[config.mk]
export PLATFORM = sky130hd
export DESIGN_NAME = lam_ctrl
export DESIGN_NICKNAME = d
export VERILOG_FILES = /design/src/rtl/lam_pkg.sv /design/src/rtl/lam_ctrl.sv
export SDC_FILE = /design/constraint.sdc
export NUM_CORES = 1
export LEC_CHECK = 0
export BUFFER_PORTS_ARGS = -buffer_cell sky130_fd_sc_hd__buf_2
export CELL_PAD_IN_SITES_DETAIL_PLACEMENT = 1
export CELL_PAD_IN_SITES_GLOBAL_PLACEMENT = 2
export CORE_AREA = 4 4 41 43
export DETAILED_ROUTE_END_ITERATION = 7
export DIE_AREA = 0 0 45 47
export PLACE_DENSITY_LB_ADDON = 0.05
export SETUP_SLACK_MARGIN = 0.02
export SLEW_MARGIN = 20
export SYNTH_ARGS = -nofsm -noshare
export SYNTH_HDL_FRONTEND = slang
export SYNTH_SLANG_ARGS = --single-unit
[constraint.sdc]
create_clock -name i_clk -period 1.9 [get_ports i_clk]
set_input_delay 0.095 -clock i_clk [delete_from_list [all_inputs] [get_ports i_clk]]
set_output_delay 0.095 -clock i_clk [all_outputs]
set_load 0.1 [all_outputs]
[src/rtl/lam_pkg.sv]
// shared types, constants and helpers for the light map block
`timescale 1ns / 1ps
`default_nettype none

package lam_pkg;

    localparam int LAM_MAX_WIDTH  = 1024;
    localparam int LAM_MAX_HEIGHT = 512;

    // compare width for map sizes up to 8191
    localparam int LAM_CMP_W = 13;

    localparam int LAM_CFG_IDX_W  = 3;
    localparam int LAM_CFG_DATA_W = 11;

    localparam logic [2:0] OP_SET_AMBIENT = 3'd0;
    localparam logic [2:0] OP_ADD_WEIGHT  = 3'd1;
    localparam logic [2:0] OP_ADD_FLAT    = 3'd2;
    localparam logic [2:0] OP_MODULATE    = 3'd3;
    localparam logic [2:0] OP_READ        = 3'd4;

    localparam logic [LAM_CFG_IDX_W-1:0] CFG_AMBIENT_RED   = 3'd0;
    localparam logic [LAM_CFG_IDX_W-1:0] CFG_AMBIENT_GREEN = 3'd1;
    localparam logic [LAM_CFG_IDX_W-1:0] CFG_AMBIENT_BLUE  = 3'd2;
    localparam logic [LAM_CFG_IDX_W-1:0] CFG_MAP_WIDTH     = 3'd3;
    localparam logic [LAM_CFG_IDX_W-1:0] CFG_MAP_HEIGHT    = 3'd4;

    localparam logic [10:0] MAP_WIDTH_RESET  = 11'd640;
    localparam logic [9:0]  MAP_HEIGHT_RESET = 10'd480;

    typedef enum logic [2:0] {
        S_IDLE,
        S_CHECK,
        S_READ,
        S_MULT,
        S_WRITE
    } t_lam_state;

    typedef struct packed {
        logic load;
        logic check;
        logic mult;
        logic finish;
    } t_lam_cmd;

    typedef struct packed {
        logic op_ok;
        logic in_range;
    } t_lam_status;

    function automatic logic [7:0] sat_add(input logic [7:0] l, input logic [7:0] d);
        logic [8:0] s;
        s = {1'b0, l} + {1'b0, d};
        return s[8] ? 8'hff : s[7:0];
    endfunction

endpackage

`default_nettype wire

[src/rtl/lam_ctrl.sv]
// sequencing state machine for the light map read-modify-write
`timescale 1ns / 1ps
`default_nettype none

module lam_ctrl (
    input  wire logic                 i_clk,
    input  wire logic                 i_rst_n,
    input  wire logic                 i_start,
    input  wire lam_pkg::t_lam_status i_status,
    output lam_pkg::t_lam_cmd         o_cmd,
    output logic                      o_busy
);
    import lam_pkg::*;

    t_lam_state r_state;
    t_lam_state n_state;

    always_ff @(posedge i_clk) begin
        if (!i_rst_n) begin
            r_state <= S_IDLE;
        end else begin
            r_state <= n_state;
        end
    end

    always_comb begin
        n_state = r_state;
        case (r_state)
            S_IDLE: begin
                if (i_start && i_status.op_ok) begin
                    n_state = S_CHECK;
                end
            end
            S_CHECK: begin
                n_state = i_status.in_range ? S_READ : S_WRITE;
            end
            S_READ:  n_state = S_MULT;
            S_MULT:  n_state = S_WRITE;
            S_WRITE: n_state = S_IDLE;
            default: n_state = S_IDLE;
        endcase
    end

    always_comb begin
        o_cmd  = '0;
        o_busy = 1'b1;
        case (r_state)
            S_IDLE: begin
                o_busy     = 1'b0;
                o_cmd.load = i_start;
            end
            S_CHECK: o_cmd.check  = 1'b1;
            S_READ:  o_cmd        = '0;
            S_MULT:  o_cmd.mult   = 1'b1;
            S_WRITE: o_cmd.finish = 1'b1;
            default: o_cmd        = '0;
        endcase
    end

endmodule

`default_nettype wire

==> flow_metrics.py <==
metrics = {
    "die": {
        "dieArea_sq_um": 2120,
        "die_h_um": 47,
        "row_count": 13,
        "ios": 10,
        "die_x_um": 45,
        "core_area_sq_um": 1300,
        "initial_utilization_pct": 11.9,
    },
    "synthesis": {
        "synth-seq-cells": 3,
        "synth_fp_nets": 22,
        "syn_area_per_cell_sq_um": 9.13,
        "syn_area_sq_um": 155,
        "synthCells": 17,
        "synth_cell_types": 11,
        "yosys_warnings": 0,
        "ys_seq_area_share_pct": 38.7,
    },
    "detailed_routing": {
        "num_vias": 172,
        "drc": 0,
        "routedWlPerCell_um": 9.60,
        "wirelength_um": 432,
        "ant_nets": 0,
        "drt_iter0_markers": 0,
        "avgViaCountPerCell": 3.82,
        "drtPass1Iterations": 1,
    },
    "timing": {
        "setup_violations": 0,
        "rsz0062_at_grt": "false",
        "fin_crit_sh_pct": 85.1,
        "fmax_ghz": 0.618,
        "hold_ws_ns": 0.154,
        "worst_pin_slew_ns": 0.488,
        "hold_viol": 0,
        "fin_tns_setup_ns": 0,
        "period_needed_ns": 1.62,
        "maxSlewHeadroom_pct": 67.7,
        "final_max_slew_viol_count": 0,
        "fin_skew_ns": 0.00218,
    },
    "hold_path": {
        "hold_start": "i_status[0]",
        "holdCritPathClass": "in2reg",
        "min_to": "r_state[1]$_SDFFE_PN0P_",
        "holdPathStages": 3,
    },
    "final_layout": {
        "num_antenna_cells": 0,
        "final_cells": 45,
        "largest_reg_flops": 3,
        "n_fill_cell": 167,
        "final_common_cell": "buf_2",
        "area_growth_pct": 64.5,
        "finalNetCount": 36,
        "reg.largest.list": "r_state: 3 flops",
        "drive_gt1_share_pct": 56.7,
        "fin_util_pct": 19.6,
        "final_cell_mix": "buf_2 (9), clkbuf_4 (3), dfxtp_1 (3)",
        "largest-register": "r_state",
    },
    "clocking": {
        "cts_resized": 0,
        "cts_tree": "built",
        "insertion_delay_ns": 0.23,
        "clock_sinks": 3,
        "cts_buffers": 3,
        "cts-root-buf": "clkbuf_4",
        "htreeDepth": 1,
        "clk_pin_slew_ns": 0.03,
        "post_cts_buffers": 0,
        "postCtsHoldBufs": 0,
        "cts_buffer_depth": 2,
    },
    "global_routing": {
        "grt_max_degree": 9,
        "grt_usage_pct": 5.45,
        "antenna_found_initial": 0,
        "grt_pass1_vias": 179,
        "grt_pass1_wl_um": 752,
        "grt-ovfl-total": 0,
    },
    "power": {
        "p_total_mw": 0.254,
        "ir_drop_uv": 299,
        "p_sw_mw": 0.0931,
        "power.density_nw_per_um2": 995,
        "p_int_mw": 0.161,
        "combPwrFrac_pct": 28.5,
        "sw_frac_of_total_pct": 36.7,
        "clock_power_share_pct": 43.5,
        "power_leakage_nw": 0.123,
        "seqPwrFrac_pct": 28.0,
    },
    "place": {
        "place_congestion": 0.632,
        "io_buffer_count": 9,
        "dp.cells": 41,
    },
    "worst_setup_path": {
        "slowest_delay_ns": 0.42,
        "reg2reg_slack_ns": 1.06,
        "cp_slowest_cell": "or3_4",
        "criticalPathCategory": "reg2out",
        "path_cells": "or3_4 > nor2_2 > buf_2",
        "reg2reg_depth": 2,
        "cp.required_ns": 1.80,
        "arrival_ns": 1.52,
        "critPathLaunchType": "flop",
        "worstReg2RegEnd": "r_state[2]$_SDFFE_PN0P_",
        "r2r_start": "r_state[1]$_SDFFE_PN0P_",
        "path_max_fanout": 8,
        "crit_path_end_kind": "output pin",
    },
    "outcome": {
        "status": "finished, final reports clean",
    },
    "job": {
        "cap_violations": 0,
    },
}
[worst max-delay path: cells and delay by family (launching register included)]
kind / cells / cell delay, ns
buf+inv: 1 / 0.42
flops: 1 / 0.38
simple gates: 2 / 0.49
[power by group through the flow]
stage | sequential [mW] | clock [mW] | combinational, mW
after detailed placement | 0.0722 | 0 | 0.0732
after global placement | 0.0724 | 0 | 0.0728
after global routing | 0.0721 | 0.128 | 0.0760
after floorplan | 0.0707 | 0 | 0.0615
final | 0.0712 | 0.110 | 0.0723
after CTS | 0.0713 | 0.118 | 0.0732
[worst max-delay path by stage]
stage                                 start       end  cells after the start
finish              r_state[1]$_SDFFE_PN0P_  o_cmd[3]                      3
global placement    r_state[1]$_SDFFE_PN0P_  o_cmd[3]                      3
detailed placement  r_state[1]$_SDFFE_PN0P_  o_cmd[3]                      3
global route        r_state[1]$_SDFFE_PN0P_  o_cmd[3]                      3
CTS                 r_state[1]$_SDFFE_PN0P_  o_cmd[3]                      3
floorplan           r_state[1]$_SDFFE_PN0P_  o_cmd[3]                      2
[per-layer routing]
metal / share of wire, % / vias up / track usage [%] / wire length (um)
met4: 0 / 0 / 3.51 / 0
met5: 0 / - / 0 / 0
met1: 37 / 79 / 5.22 / 161
met3: 13 / 0 / 4.98 / 58
met2: 49 / 8 / 7.63 / 211
li1: - / 85 / - / -
[area by class of cell]
| type | instances | area, sq um | share of cell area (%) |
|---|---|---|---|
| Timing Repair Buffer | 9 | 45.0 | 17.6 |
| Inverter | 1 | 3.75 | 1.47 |
| Tap cell | 15 | 18.8 | 7.35 |
| Clock buffer | 4 | 26.3 | 10.3 |
| Sequential cell | 3 | 60.1 | 23.5 |
| Multi-Input combinational cell | 13 | 101 | 39.7 |
[cell families (layout without fill, tap and decap cells)]
| logic type | count (synthesis) | after routing | share of synthesized area (%) |
|---|---|---|---|
| buffers and inverters | 1 | 14 | 2.42 |
| AOI/OAI and AO/OA | 2 | 2 | 6.45 |
| DFF | 3 | 3 | 38.7 |
| and+or+nand+nor | 11 | 11 | 52.4 |
[stage by stage]
step	worst slack (ns)	cell area, sq um
global route	0.187	255
global placement	0.519	229
floorplan	0.0544	165
detailed placement	0.516	229
CTS	0.260	255
finish	0.282	255
[synth_stat cells, drive strengths merged]
cell,number,area [sq um]
dfxtp,3,60.1
nor3,1,5.00
a21oi,2,10.0
and3b,1,10.0
inv,1,3.75
nor3b,3,22.5
or3,1,11.3
nand3b,1,7.51
nor2b,1,6.26
nand2b,2,12.5
nor2,1,6.26
(Power assumes the default switching activity.)
